## src/rtl/core/cone_box_overlap_test_unit_macros.svh

```systemverilog
// Assertion helpers for the cone/box overlap unit.
// Both sample on clk and are off while rst_n is low.
`ifndef CONE_BOX_OVERLAP_TEST_UNIT_MACROS_SVH
`define CONE_BOX_OVERLAP_TEST_UNIT_MACROS_SVH

// same-cycle implication
`define CBO_ASSERT_NOW(label, ante, cons, msg) \
  label: assert property (@(posedge clk) disable iff (!rst_n) (ante) |-> (cons)) \
    else $error(msg);

// next-cycle implication
`define CBO_ASSERT_NEXT(label, ante, cons, msg) \
  label: assert property (@(posedge clk) disable iff (!rst_n) (ante) |=> (cons)) \
    else $error(msg);

`endif

```

## src/rtl/core/cbo_pkg.sv

```systemverilog
`default_nettype none

package cbo_pkg;

  localparam int CFG_DATA_W = 33;
  localparam int CFG_IDX_W  = 3;
  localparam int RANGE_W    = 33;

  // squared-distance path: offsets of 2^17 or more are out of range
  localparam int SQ_OP_W = 17;
  localparam int SQ_W    = 2 * SQ_OP_W;
  localparam int DIST_W  = SQ_W + 1;

  localparam int NUM_EDGES = 3;
  localparam int NUM_TERMS = 4;

  // box projection terms per edge axis
  localparam int BT_MIN_X = 0;
  localparam int BT_MAX_X = 1;
  localparam int BT_MIN_Y = 2;
  localparam int BT_MAX_Y = 3;

  // triangle projection terms per edge axis: edge start vertex i, opposite vertex k
  localparam int TP_I_X = 0;
  localparam int TP_I_Y = 1;
  localparam int TP_K_X = 2;
  localparam int TP_K_Y = 3;

  typedef enum logic [CFG_IDX_W-1:0] {
    REG_ORIGIN_X = 3'd0,
    REG_ORIGIN_Y = 3'd1,
    REG_RIGHT_X  = 3'd2,
    REG_RIGHT_Y  = 3'd3,
    REG_LEFT_X   = 3'd4,
    REG_LEFT_Y   = 3'd5,
    REG_RANGE_SQ = 3'd6
  } cfg_reg_t;

  typedef struct packed {
    logic up_valid;  // upstream stage holds an item
    logic take;      // this stage may load
  } stage_ctl_t;

endpackage

`default_nettype wire

```

## src/rtl/core/cbo_judge.sv

```systemverilog
`default_nettype none

// Stage 4: interval tests on the edge axes, result register.
module cbo_judge #(
  parameter int COORD_BITS = 16
) (
  input  wire logic                         clk,
  input  wire cbo_pkg::stage_ctl_t          ctl,
  input  wire logic                         in_range,
  input  wire logic                         xy_ok,
  input  wire logic [cbo_pkg::NUM_EDGES-1:0] axis_zero,
  input  wire logic signed [2*COORD_BITS+1:0] box_lo [cbo_pkg::NUM_EDGES],
  input  wire logic signed [2*COORD_BITS+1:0] box_hi [cbo_pkg::NUM_EDGES],
  input  wire logic signed [2*COORD_BITS+1:0] tri_i [cbo_pkg::NUM_EDGES],
  input  wire logic signed [2*COORD_BITS+1:0] tri_k [cbo_pkg::NUM_EDGES],
  output logic                              hit_r,
  output logic                              in_range_r
);

  logic [cbo_pkg::NUM_EDGES-1:0] axis_ok;
  logic                          hit_nxt;

  // triangle interval on edge i is spanned by vertex i and the opposite vertex
  always_comb begin
    for (int i = 0; i < cbo_pkg::NUM_EDGES; i++) begin
      axis_ok[i] = axis_zero[i] ||
                   !((tri_i[i] < box_lo[i] && tri_k[i] < box_lo[i]) ||
                     (box_hi[i] < tri_i[i] && box_hi[i] < tri_k[i]));
    end
    hit_nxt = in_range && xy_ok && (&axis_ok);
  end

  always_ff @(posedge clk) begin
    if (ctl.take && ctl.up_valid) begin
      hit_r      <= hit_nxt;
      in_range_r <= in_range;
    end
  end

endmodule

`default_nettype wire

```

## config.mk

```make
export PLATFORM = sky130hd
export DESIGN_NAME = cbo_judge
export DESIGN_NICKNAME = d
export VERILOG_FILES = /design/src/rtl/core/cone_box_overlap_test_unit_macros.svh /design/src/rtl/core/cbo_pkg.sv /design/src/rtl/core/cbo_judge.sv
export SDC_FILE = /design/constraint.sdc
export NUM_CORES = 1
export LEC_CHECK = 0
export ABC_AREA = 1
export BUFFER_PORTS_ARGS = -buffer_cell sky130_fd_sc_hd__buf_2
export CORE_AREA = 4 4 158 160
export DETAILED_ROUTE_END_ITERATION = 8
export DIE_AREA = 0 0 162 164
export PLACE_DENSITY = 0.86
export SYNTH_ARGS = -nofsm -noshare
export SYNTH_HDL_FRONTEND = slang
export SYNTH_SLANG_ARGS = --single-unit
```

## constraint.sdc

```tcl
create_clock -name clk -period 1.63 [get_ports clk]
set_input_delay 0 -clock clk [delete_from_list [all_inputs] [get_ports clk]]
set_output_delay 0 -clock clk [all_outputs]
set_load 0.1 [all_outputs]
```

# Yosys cells after proc, flatten, opt, wreduce, memory -nomap -nowiden
# Index checks and enable logic that the tools add are counted.
# totals
ff_bits	2
latchBits	0
ramBits	0
romBits	0
in_bits	416
output_inout_bits	2
word_cells	33
mem_count	0
# classes
addsub	0
multipliers	0
n_div	0
order_cmp	12
n_eq_ne	0
shifts	0
n_mux	0
n_bitwise	0
n_reduce_logical	19
# ops
op	count
< comparator 34 bit	12
logical AND 1 bit	9
logical OR 1 bit	6
logical NOT 1 bit	3
AND reduction 3 bit	1

# Longest topological paths before layout
# Gate-level depths: netlist of the first run.
# depth
word_depth	7
ltp_mapped	20
ltp_nobuf	20

# Worst setup path before layout of the first run
# OpenSTA, ideal clock, no wires.
# synth_path
path_type	input port to flip-flop
startpoint	in box_lo[93] (netlist bit)
endpoint	reg hit_r (data pin)
arrival_ps	1244
t_required_ps	1379
setup_slack_ps	135
path_stages	16
cell_sequence	inv_1 > ha_1 > nand2_1 > nor2_1 > nand3_1 > nand3b_1 > nor2_1 > nor2_1 > nand2_1 > nand2_1 > nand2_1 > nand2_1 > nand2_1 > nand2_1 > nand2_1 > nor2_2
# synth_between
elab_chain_len	7
elab_cells_between_ends	8
classes_between	order compare (2); reduce/logical (6)
# synth_rtl
element	line	text
from (decl)	cbo_judge.sv:12	input wire logic signed [2*COORD_BITS+1:0] box_lo [cbo_pkg::NUM_EDGES],
< comparator 34 bit	cbo_judge.sv:27	!((tri_i[i] < box_lo[i] && tri_k[i] < box_lo[i]) ||
logical AND 1 bit (*)	cbo_judge.sv:27	
logical OR 1 bit (*)	cbo_judge.sv:27	
logical NOT 1 bit (*)	cbo_judge.sv:27	
logical OR 1 bit (*)	cbo_judge.sv:26	axis_ok[i] = axis_zero[i] ||
AND reduction 3 bit (*)	cbo_judge.sv:30	hit_nxt = in_range && xy_ok && (&axis_ok);
logical AND 1 bit (*)	cbo_judge.sv:30	
via hit_nxt	cbo_judge.sv:21	logic hit_nxt;
to (signal assigned)	cbo_judge.sv:35	hit_r <= hit_nxt;
to (decl)	cbo_judge.sv:16	output logic hit_r,
# The timed path passes the listed nets; every way through them passes the cells marked *.
# A chain may end at the register's enable or synchronous reset.

# Worst setup path in the final report of the first run
# layout_path
startpoint	in box_lo[47] (netlist bit)
endpoint	reg hit_r (data pin)
# The elaborated chain is that of the path after synthesis.

==> results.md, run 1 <==
* Largest voltage drop on the vdd net at 358 uV
* Hold endpoint: in_range_r
* DR DRC count at 0
* Num CTS Buffers at 3
* Net Count, Synth at 2596
* Share of total power consumed by net switching at 0.516
* Slew of the pin with the lowest slew margin at 0.520 ns
* Number of warnings printed during yosys synthesis at 0
* Ratio of final minimum period to clock period at 1.11
* Seq pwr share at 0.014
* Starting DRT DRC Count at 794
* Via count of the routed design at 13783
* Detailed-routing iteration count for the pre-antenna-repair pass at 5
* Via count of the first global-routing pass at 13477
* Class of the tightest hold or removal check: in2reg
* Minimum clock period at 1.81 ns
* Final setup violation count at 1
* Avg Inst Size Synth at 6.04 sq um
* Net total in the final layout at 3053
* MaxCap Viol Count at 0
* Most frequent cells after synthesis: sky130_fd_sc_hd__nand2_1, sky130_fd_sc_hd__inv_1, sky130_fd_sc_hd__ha_1, sky130_fd_sc_hd__a21oi_1, sky130_fd_sc_hd__nor2_1
* Number of antenna violations at the first check in global routing at 18
* Largest net degree at the start of global routing at 5
* Count of buffers from port buffering at 417
* First-pass GRT wire length at 59.7 mm
* Number of distinct library cell variants in the gate-level netlist after synthesis at 21
* Total congestion overflow at 0
* Leak Pwr at 9.29 nW
* Die span in y at 164 um
* Worst Hold Depth at 3
* Total global-route track usage at 0.271
* Worst slew margin relative to its limit at 0.656
* Number of standard cells after synthesis at 1784
* Pre-CTS setup slack at -0.440 ns
* Leading post-synthesis cells by cell area: sky130_fd_sc_hd__ha_1, sky130_fd_sc_hd__nand2_1, sky130_fd_sc_hd__inv_1
* Die Area at 26600 sq um
* Clock transition time at the flip-flop clock pins of the worst setup and hold paths at 0.03 ns
* Status: complete, but fails checks
* Share of synthesized area occupied by flip-flops and latches at 0.00557
* Largest driver fanout on the critical path at 2
* Count leader, synth: sky130_fd_sc_hd__nand2_1
* Sum of routed wire length over all layers at 43.5 mm
* IO Count at 418
* Clock tree from TritonCTS: built
* Placed Cells at 2546
* Pins over their slew limit at 0
* Critical path class: in2reg
* Routed via count divided by cell count at 5.36
* Flip-flop cell with the highest count after synthesis: sky130_fd_sc_hd__edfxtp_1
* Synth-to-layout area growth at 41.5%
* Combinational share of power at 0.903
* Antenna-violating nets left at 0
* Required time at the worst-slack endpoint at 1.60 ns
* Number of buffers on the longest clock path at 2
* Clock net sink count at 2
* Die extent in x at 162 um
* Share of the core filled with cells at 0.652
* Post-synthesis instance area at 10800 sq um
* Layout cell share with drive strength beyond 1 at 0.320
* Total count of hold-check failures in the final report at 0
* Hold path startpoint: ctl[1]
* Post-layout worst setup margin at -0.176 ns
* Highest attainable clock frequency at 0.554 GHz
* GPL Wtd Cong at 0.989
* Count of flip-flops with a built-in enable after synthesis at 2
* Row count at 56
* Total number of H-tree levels at 1
* Switching power total at 0.00230 W
* Filler-free cell count of the finished design at 2572
* Core Box Area at 23400 sq um
* Power per cell area at 292 nW/um^2
* Cell taking the most area after synthesis: sky130_fd_sc_hd__ha_1
* CP endpoint kind: flip-flop
* Wire length per cell after detailed routing at 16.9 um
* Async SR Flop Fraction at 0
* Violations in the final reports: negative setup slack
* DP HPWL at 34.5 mm
* Clk network pwr share at 0.083
* Startpoint class of the critical path: input pin
* Fraction of post-synthesis cell area in the top cell type by area at 0.459
* Root Driver: sky130_fd_sc_hd__clkbuf_16
* Initial Utilization at 0.461
* Arrival @ worst endpoint at 1.78 ns
* Number of fill cells at 1920
* Total of flip-flops plus latches after synthesis at 2
* Total internal power at 0.00216 W
* Unrepaired setup endpoints after global routing: true
[sequential cells by signal, summed over array words and instances (netlist names)]
name,flops
hit_r,1
in_range_r,1
[power groups by stage]
| stage | sequential, W | clock, W | combinational (W) |
|---|---|---|---|
| floorplan | 0.0000897 | 0 | 0.00190 |
| global placement | 0.0000631 | 0 | 0.00309 |
| detailed placement | 0.0000629 | 0 | 0.00323 |
| CTS | 0.0000623 | 0.000377 | 0.00344 |
| global route | 0.0000624 | 0.000388 | 0.00449 |
| finish | 0.0000623 | 0.000369 | 0.00403 |
[what timing repair did]
| action | CTS | global route |
|---|---|---|
| gates cloned | 0 | 0 |
| endpoints found under the setup margin | 1 | 1 |
| hold endpoints to repair | 1 | 0 |
| pin swaps | 42 | 99 |
| setup buffers | 6 | 4 |
| hold buffers | 1 | 0 |
| resized for setup | 110 | 225 |
[routing by layer]
| metal | up-vias | part of all wire | wire length (um) | global-route usage |
|---|---|---|---|---|
| met1 | 6141 | 0.35 | 15300 | 0.276 |
| met2 | 767 | 0.49 | 21200 | 0.523 |
| li1 | 6621 | - | - | - |
| met3 | 244 | 0.092 | 4010 | 0.0592 |
| met4 | 10 | 0.066 | 2870 | 0.129 |
| met5 | - | 0.0016 | 69 | 0 |
[worst max path at each step]
stage                     startpoint     to
after detailed placement   tri_i[67]  hit_r
after CTS                 box_lo[43]  hit_r
after global routing      box_lo[47]  hit_r
final                     box_lo[47]  hit_r
after global placement     tri_i[67]  hit_r
after floorplan           box_lo[93]  hit_r
[worst max-delay path, stage by stage]
cell                      delay (ns)
sky130_fd_sc_hd__buf_2          0.07
sky130_fd_sc_hd__inv_1          0.08
sky130_fd_sc_hd__ha_1           0.33
sky130_fd_sc_hd__nand2_1        0.11
sky130_fd_sc_hd__o21ai_0        0.36
sky130_fd_sc_hd__a21oi_1        0.16
sky130_fd_sc_hd__nand2_1        0.12
sky130_fd_sc_hd__nand2_1        0.07
sky130_fd_sc_hd__nand2_1        0.07
sky130_fd_sc_hd__nand2_1        0.04
sky130_fd_sc_hd__nand2_1        0.05
sky130_fd_sc_hd__nand2_1        0.06
sky130_fd_sc_hd__nand2_2        0.08
sky130_fd_sc_hd__nand2_1        0.05
sky130_fd_sc_hd__nand2_1        0.07
sky130_fd_sc_hd__nor2_2         0.03
[final cells by class]
type                    instances  area, sq um  share of cell area
repair buffers                452         2620               0.172
inverters                     439         1660               0.108
clock buffers                   3         75.1             0.00492
diodes                         14         35.0             0.00230
well taps                     319          399              0.0262
flip-flops and latches          2         60.1             0.00394
multi-input cells            1343        10400               0.683
[logic make-up (layout without fill, tap and decap cells)]
kind of cell / Yosys count / after routing / synth area share
buffers and inverters: 439 / 894 / 0.153
AND/OR/NAND/NOR: 711 / 711 / 0.268
adder cells (fa/ha/maj): 396 / 396 / 0.459
AO/OA/AOI/OAI: 236 / 236 / 0.114
flip-flops: 2 / 2 / 0.00557
other: 0 / 14 / 0
[cells in the final DEF, fill, tap and decap left out, types with 4 or more instances in the layout]
cell                         n
sky130_fd_sc_hd__and2_4      5
sky130_fd_sc_hd__nor2_4     13
sky130_fd_sc_hd__o21ai_0    46
sky130_fd_sc_hd__a21oi_2    18
sky130_fd_sc_hd__nor2_2     49
sky130_fd_sc_hd__buf_2     369
sky130_fd_sc_hd__a21oi_1   144
sky130_fd_sc_hd__nand2_4     5
sky130_fd_sc_hd__nand2_2    30
sky130_fd_sc_hd__a21o_1     13
sky130_fd_sc_hd__diode_2    14
sky130_fd_sc_hd__ha_1      321
sky130_fd_sc_hd__inv_2      54
sky130_fd_sc_hd__nand3b_1    7
sky130_fd_sc_hd__nand2_1   451
sky130_fd_sc_hd__o21a_1      4
sky130_fd_sc_hd__buf_6      33
sky130_fd_sc_hd__nor2_1     75
sky130_fd_sc_hd__inv_1     381
sky130_fd_sc_hd__nand3_2     7
sky130_fd_sc_hd__buf_4      46
sky130_fd_sc_hd__nand4_1    26
sky130_fd_sc_hd__o21ai_1     6
sky130_fd_sc_hd__nand3_1    39
sky130_fd_sc_hd__ha_4       75
[metrics by stage]
| step | hold WS [ns] | setup TNS [ns] | area [sq um] | total power, W |
|---|---|---|---|---|
| after detailed placement | 0.226 | -0.440 | 13500 | 0.00330 |
| after global routing | 0.183 | -0.273 | 15300 | 0.00494 |
| after floorplan | 0.0989 | 0 | 10800 | 0.00199 |
| final | 0.146 | -0.176 | 15300 | 0.00446 |
| after CTS | 0.145 | -0.000351 | 14100 | 0.00388 |
| after global placement | 0.225 | -0.411 | 13500 | 0.00315 |
Note: power is estimated with default switching activity, not from simulation.
==> run 2: changes to the inputs <==
--- a/config.mk
+++ b/config.mk
@@ -10,7 +10,7 @@
 export CORE_AREA = 4 4 158 160
 export DETAILED_ROUTE_END_ITERATION = 8
 export DIE_AREA = 0 0 162 164
-export PLACE_DENSITY = 0.86
+export PLACE_DENSITY = 0.76
 export SYNTH_ARGS = -nofsm -noshare
 export SYNTH_HDL_FRONTEND = slang
 export SYNTH_SLANG_ARGS = --single-unit
==> run 2 against run 1 <==
The run still ends with negative setup slack left. Worst hold slack lost 0.0042 ns. Global-route usage decreased by 2.3 points. Sequential power about the same. Critical path depth did not move. Total power rose by 7.1%. Flip-flop and latch count is the same. Design area grew 7.4%. Core utilization increased by 4.8 points. Worst setup slack gained 0.18 ns. Critical path type unchanged. Largest power group unchanged. Highest routed layer is now met4.
==> results.md, run 2 (same netlist as run 1, synthesis figures left out) <==
* Net total in the final layout at 3060 (+0.23%)
* Pins over their slew limit at 0 (unchanged)
* Number of antenna violations at the first check in global routing at 4 (-14)
* Largest net degree at the start of global routing at 5 (unchanged)
* Critical path cell sequence: buf_2, inv_1, ha_1, buf_4, a21oi_2, o21ai_1, a21oi_1, nand2_1, nor2_2, nand3_1, nand2_1, nand2_1, nand2_2, nand2_2, nand2_2, nor2_2
* Share of total power consumed by net switching at 0.512 (-0.00357)
* Arrival @ worst endpoint at 1.61 ns (-0.17 ns)
* Num CTS Buffers at 3 (unchanged)
* Startpoint class of the critical path: input pin
* Clock tree from TritonCTS: built
* Delay of the slowest cell on the worst path at 0.31 ns (-0.05 ns)
* Total count of hold-check failures in the final report at 0 (unchanged)
* Number of buffers on the longest clock path at 2 (unchanged)
* Die extent in x at 162 um (unchanged)
* Violations in the final reports: negative setup slack
* Required time at the worst-slack endpoint at 1.61 ns (about the same)
* Sum of internal, switching and leakage power at 0.00478 W (+7.1%)
* Core Box Area at 23400 sq um (unchanged)
* Die span in y at 164 um (unchanged)
* Slew of the pin with the lowest slew margin at 0.518 ns (-0.00185 ns)
* Initial Utilization at 0.461 (unchanged)
* Placed Cells at 2554 (+0.31%)
* Routed via count divided by cell count at 5.18 (-3.4%)
* Synth-to-layout area growth at 52.0%
* Total number of H-tree levels at 1 (unchanged)
* Clock transition time at the flip-flop clock pins of the worst setup and hold paths at 0.03 ns (about the same)
* Class of the tightest hold or removal check: in2reg
* Seq pwr share at 0.013 (about the same)
* Most used cells in the layout excluding fill and tap cells: sky130_fd_sc_hd__nand2_1, sky130_fd_sc_hd__buf_2, sky130_fd_sc_hd__inv_1
* Largest driver fanout on the critical path at 3 (+1)
* Die Area at 26600 sq um (unchanged)
* DR DRC count at 0 (unchanged)
* Most common cell after layout, fill and taps aside: sky130_fd_sc_hd__nand2_1
* GPL Wtd Cong at 0.979 (-1.0%)
* Layout cell share with drive strength beyond 1 at 0.408 (+0.0881)
* Detailed-routing iteration count for the pre-antenna-repair pass at 5 (unchanged)
* Registers with the most flip-flops: hit_r x1, in_range_r x1
* DP HPWL at 33.2 mm (-3.7%)
* Pre-CTS setup slack at -0.316 ns (+0.123 ns)
* Switching power total at 0.00245 W (+6.4%)
* Clk network pwr share at 0.078 (-0.005)
* Wire length per cell after detailed routing at 16.2 um (-4.5%)
* IO Count at 418 (unchanged)
* Worst slew margin relative to its limit at 0.657 (+0.00122)
* Sum of routed wire length over all layers at 41.5 mm (-4.5%)
* Row count at 56 (unchanged)
* Combinational share of power at 0.909 (+0.006)
* Starting DRT DRC Count at 612 (-23%)
* Largest voltage drop on the vdd net at 224 uV (-37%)
* Total internal power at 0.00233 W (+7.9%)
* Final setup violation count at 1 (unchanged)
* Total congestion overflow at 0 (unchanged)
* MaxCap Viol Count at 0 (unchanged)
* Critical path class: in2reg
* Highest attainable clock frequency at 0.613 GHz (+11%)
* First-pass GRT wire length at 55.2 mm (-7.6%)
* Total global-route track usage at 0.248 (-0.0235)
* Unrepaired setup endpoints after global routing: true
* Antenna-violating nets left at 0 (unchanged)
* Minimum clock period at 1.63 ns (-0.175 ns)
* Count of buffers from port buffering at 417 (unchanged)
* Status: complete, but fails checks
* Post-layout worst setup margin at -0.00103 ns (+0.175 ns)
* CP endpoint kind: flip-flop
* Share of the core filled with cells at 0.700 (+0.0481)
* Clock net sink count at 2 (unchanged)
* Root Driver: sky130_fd_sc_hd__clkbuf_16
* Via count of the first global-routing pass at 12660 (-6.1%)
* Power per cell area at 292 nW/um^2 (-0.22%)
* Worst-path cell with the longest stage delay: sky130_fd_sc_hd__ha_1
* Via count of the routed design at 13310 (-3.4%)
* Ratio of final minimum period to clock period at 1.00 (-0.107)
* Leak Pwr at 9.26 nW (-0.33%)
* Filler-free cell count of the finished design at 2571 (-0.039%)
## run 2: layout make-up
| type | count | area [sq um] |
|---|---|---|
| Antenna cell | 6 | 15.0 |
| Clock buffer | 3 | 75.1 |
| Fill cell | 1869 | 7020 |
| Inverter | 439 | 1680 |
| Multi-Input combinational cell | 1343 | 11600 |
| Sequential cell | 2 | 60.1 |
| Tap cell | 319 | 399 |
| Timing Repair Buffer | 459 | 2540 |
## run 2: path summary, 6_finish.rpt
kind | start | to | slack [ns] | cells past startpoint
setup / recovery | tri_i[67] | hit_r | -0.001 | 16
hold / removal | ctl[1] | in_range_r | 0.14 | 3
## run 2: repair_timing
item	4_1_cts	5_1_grt
pin swaps	1	218
endpoints found under the hold margin	1	0
hold buffers	1	0
resized for setup	8	518
setup buffers	0	7
endpoints found under the setup margin	1	1
## run 2: stage by stage
| stage | area (sq um) | hold slack (ns) | TNS [ns] |
|---|---|---|---|
| floorplan | 10800 | 0.0989 | 0 |
| finish | 16400 | 0.142 | -0.00103 |
| global route | 16400 | 0.168 | -0.140 |
| detailed placement | 13500 | 0.219 | -0.316 |
| CTS | 13700 | 0.136 | 0 |
| global placement | 13500 | 0.215 | -0.315 |
## run 2: worst max-delay path: cells and delay by family
| kind | cells | cell delay [ns] |
|---|---|---|
| adder cells (fa/ha/maj) | 1 | 0.31 |
| AO/OA/AOI/OAI | 3 | 0.32 |
| AND/OR/NAND/NOR | 9 | 0.64 |
| buffers and inverters | 3 | 0.35 |
## run 2: layer usage
layer  part of all wire  vias up  global-route usage
li1                   -     6625                   -
met1               0.36     6026               0.272
met2               0.54      518               0.490
met3              0.058      141              0.0276
met4              0.042        0              0.0834
met5                  0        -                   0
## run 2: power groups by stage
stage,clock network (W),registers [W],logic [W]
after global placement,0,0.0000630,0.00313
final,0.000371,0.0000624,0.00435
after detailed placement,0,0.0000630,0.00325
after global routing,0.000379,0.0000626,0.00488
after floorplan,0,0.0000897,0.00190
after CTS,0.000373,0.0000624,0.00329
==> run 3: changes to the inputs <==
--- a/config.mk
+++ b/config.mk
@@ -7,10 +7,10 @@
 export LEC_CHECK = 0
 export ABC_AREA = 1
 export BUFFER_PORTS_ARGS = -buffer_cell sky130_fd_sc_hd__buf_2
-export CORE_AREA = 4 4 158 160
+export CORE_AREA = 4 4 162 164
 export DETAILED_ROUTE_END_ITERATION = 8
-export DIE_AREA = 0 0 162 164
-export PLACE_DENSITY = 0.76
+export DIE_AREA = 0 0 166 168
+export PLACE_DENSITY = 0.75
 export SYNTH_ARGS = -nofsm -noshare
 export SYNTH_HDL_FRONTEND = slang
 export SYNTH_SLANG_ARGS = --single-unit
==> constraint.sdc (replaced) <==
create_clock -name clk -period 1.5 [get_ports clk]
set_input_delay 0 -clock clk [delete_from_list [all_inputs] [get_ports clk]]
set_output_delay 0 -clock clk [all_outputs]
set_load 0.1 [all_outputs]
==> run 3 against run 2 <==
The flow still finishes with violations (negative setup slack). Non-clock buffer count fell by 2. Sequential share of layout area is essentially flat. Clock power rose by 6.5%. Design area down 8.9%. Routed wire length fell by 7.9%. Largest cell class unchanged. Worst setup slack worse by 0.16 ns. Flip-flop and latch count unchanged. Sequential power up 9.6%. First-iteration DRC count decreased by 21%. Die area up 5.0%. Highest routed layer is now met5. Worst hold slack lost 0.13 ns.
==> results.md, run 3 (same netlist as run 1, synthesis figures left out) <==
* Status: complete, but fails checks
* Violations in the final reports: negative setup slack
* Routed via count divided by cell count at 4.94 (-4.5%)
* Most used cells in the layout excluding fill and tap cells: sky130_fd_sc_hd__nand2_1, sky130_fd_sc_hd__inv_1, sky130_fd_sc_hd__buf_2
* Unrepaired setup endpoints after global routing: true
* Startpoint class of the critical path: input pin
* Sum of internal, switching and leakage power at 0.00451 W (-5.6%)
* Largest voltage drop on the vdd net at 257 uV (+15%)
* Count of buffers from port buffering at 417 (unchanged)
* Total congestion overflow at 0 (unchanged)
* Total number of H-tree levels at 1 (unchanged)
* Antenna-violating nets left at 0 (unchanged)
* Critical path class: in2reg
* Wire length per cell after detailed routing at 14.8 um (-8.4%)
* Sum of routed wire length over all layers at 38.2 mm (-7.9%)
* Starting DRT DRC Count at 481 (-21%)
* Die Area at 27900 sq um (+5.0%)
* Worst slew margin relative to its limit at 0.641 (-0.0160)
* Registers with the most flip-flops: hit_r x1, in_range_r x1
* Leak Pwr at 9.34 nW (+0.85%)
* GPL Wtd Cong at 0.986 (+0.63%)
* Net total in the final layout at 3058 (-0.065%)
* Highest attainable clock frequency at 0.603 GHz
* DP HPWL at 34.4 mm (+3.5%)
* Power per cell area at 302 nW/um^2 (+3.6%)
* Clock tree from TritonCTS: built
* Total count of hold-check failures in the final report at 0 (unchanged)
* Row count at 58 (+3.6%)
* Number of fill cells at 2379 (+27%)
* Die extent in x at 166 um (+2.5%)
* Final setup violation count at 1 (unchanged)
* Hold Buf Count CTS at 0 (-1)
* Clock transition time at the flip-flop clock pins of the worst setup and hold paths at 0.03 ns (about the same)
* Detailed-routing iteration count for the pre-antenna-repair pass at 5 (unchanged)
* Number of antenna violations at the first check in global routing at 14 (+10)
* Number of buffers on the longest clock path at 2 (unchanged)
* First-pass GRT wire length at 58.9 mm (+6.7%)
* Total global-route track usage at 0.253 (+0.00522)
* IO Count at 418 (unchanged)
* Arrival @ worst endpoint at 1.63 ns (+0.02 ns)
* Slew of the pin with the lowest slew margin at 0.542 ns (+0.0242 ns)
* Ratio of final minimum period to clock period at 1.11
* Class of the tightest hold or removal check: in2reg
* Num CTS Buffers at 3 (unchanged)
* Core Box Area at 24900 sq um (+6.4%)
* Required time at the worst-slack endpoint at 1.47 ns (-0.14 ns)
* MaxCap Viol Count at 0 (unchanged)
* Most common cell after layout, fill and taps aside: sky130_fd_sc_hd__nand2_1
* Post-layout worst setup margin at -0.159 ns (-0.158 ns)
* Clock net sink count at 2 (unchanged)
* Die span in y at 168 um (+2.4%)
* CP endpoint kind: flip-flop
* Minimum clock period at 1.66 ns
* Pins over their slew limit at 0 (unchanged)
* Post-Route Hold Slack at 0.0103 ns (-0.132 ns)
* Root Driver: sky130_fd_sc_hd__clkbuf_16
* Largest driver fanout on the critical path at 2 (-1)
* Initial Utilization at 0.433 (-0.0276)
* Largest net degree at the start of global routing at 5 (unchanged)
* Layout cell share with drive strength beyond 1 at 0.291 (-0.116)
* DR DRC count at 0 (unchanged)
* Synth-to-layout area growth at 38.5%
* Via count of the routed design at 12777 (-4.0%)
* Via count of the first global-routing pass at 12760 (+0.79%)
==> run 3: repair_timing <==
action / in CTS / in global routing
endpoints found under the setup margin: 1 / 1
cloned: 0 / 0
buffers inserted: 7 / 3
gates resized for setup: 163 / 103
pin swaps: 59 / 61
==> run 3: per-stage QoR <==
step / utilization / TNS [ns] / cell area, sq um / worst slack, ns / std cells
4_1_cts: 0.579 / -0.121 / 14400 / -0.121 / 2571
3_5_place_dp: 0.543 / -0.589 / 13500 / -0.589 / 2561
6_report: 0.600 / -0.159 / 14900 / -0.159 / 2584
2_1_floorplan: - / 0 / 10800 / 0.00536 / 1784
3_3_place_gp: 0.543 / -0.604 / 13500 / -0.604 / 2561
5_1_grt: 0.600 / -0.285 / 14900 / -0.285 / 2583
==> run 3: path summary, 6_finish.rpt <==
check / slack [ns] / cells after the start / from / to
hold / removal: 0.01 / 1 / in_range / in_range_r
setup / recovery: -0.16 / 18 / box_lo[65] / hit_r
==> run 3: where the power goes <==
group / switching (W) / internal, W
clock network: 0.0000562 / 0.000339
logic: 0.00221 / 0.00184
registers: 0.00000135 / 0.0000670
==> run 3: routing by layer <==
| layer | up-vias | GRT usage | wire length, um |
|---|---|---|---|
| met3 | 97 | 0.0446 | 2670 |
| met2 | 460 | 0.476 | 19300 |
| met5 | - | 0 | 46 |
| li1 | 6620 | - | - |
| met1 | 5592 | 0.281 | 14600 |
| met4 | 8 | 0.100 | 1610 |
==> run 3: layout make-up <==
type | count | area [sq um] | area share
Antenna cell | 10 | 25.0 | 0.00168
Timing Repair Buffer | 457 | 2670 | 0.179
Sequential cell | 2 | 60.1 | 0.00402
Tap cell | 330 | 413 | 0.0277
Inverter | 439 | 1670 | 0.112
Clock buffer | 3 | 75.1 | 0.00503
Multi-Input combinational cell | 1343 | 10000 | 0.671
==> run 3: critical path, cell delays in order <==
cell                      delay, ns
sky130_fd_sc_hd__buf_2         0.12
sky130_fd_sc_hd__inv_1         0.08
sky130_fd_sc_hd__ha_1          0.32
sky130_fd_sc_hd__nand2_1       0.08
sky130_fd_sc_hd__nor2_2        0.13
sky130_fd_sc_hd__nand2_2       0.09
sky130_fd_sc_hd__nor2_4        0.11
sky130_fd_sc_hd__nand4_1       0.12
sky130_fd_sc_hd__nand2_1       0.09
sky130_fd_sc_hd__nor2_1        0.05
sky130_fd_sc_hd__nand2_1       0.05
sky130_fd_sc_hd__nand2_1       0.04
sky130_fd_sc_hd__nand2_1       0.05
sky130_fd_sc_hd__nand2_1       0.07
sky130_fd_sc_hd__nand2_2       0.09
sky130_fd_sc_hd__nand2_4       0.06
sky130_fd_sc_hd__nand2_2       0.06
sky130_fd_sc_hd__nor2_2        0.03
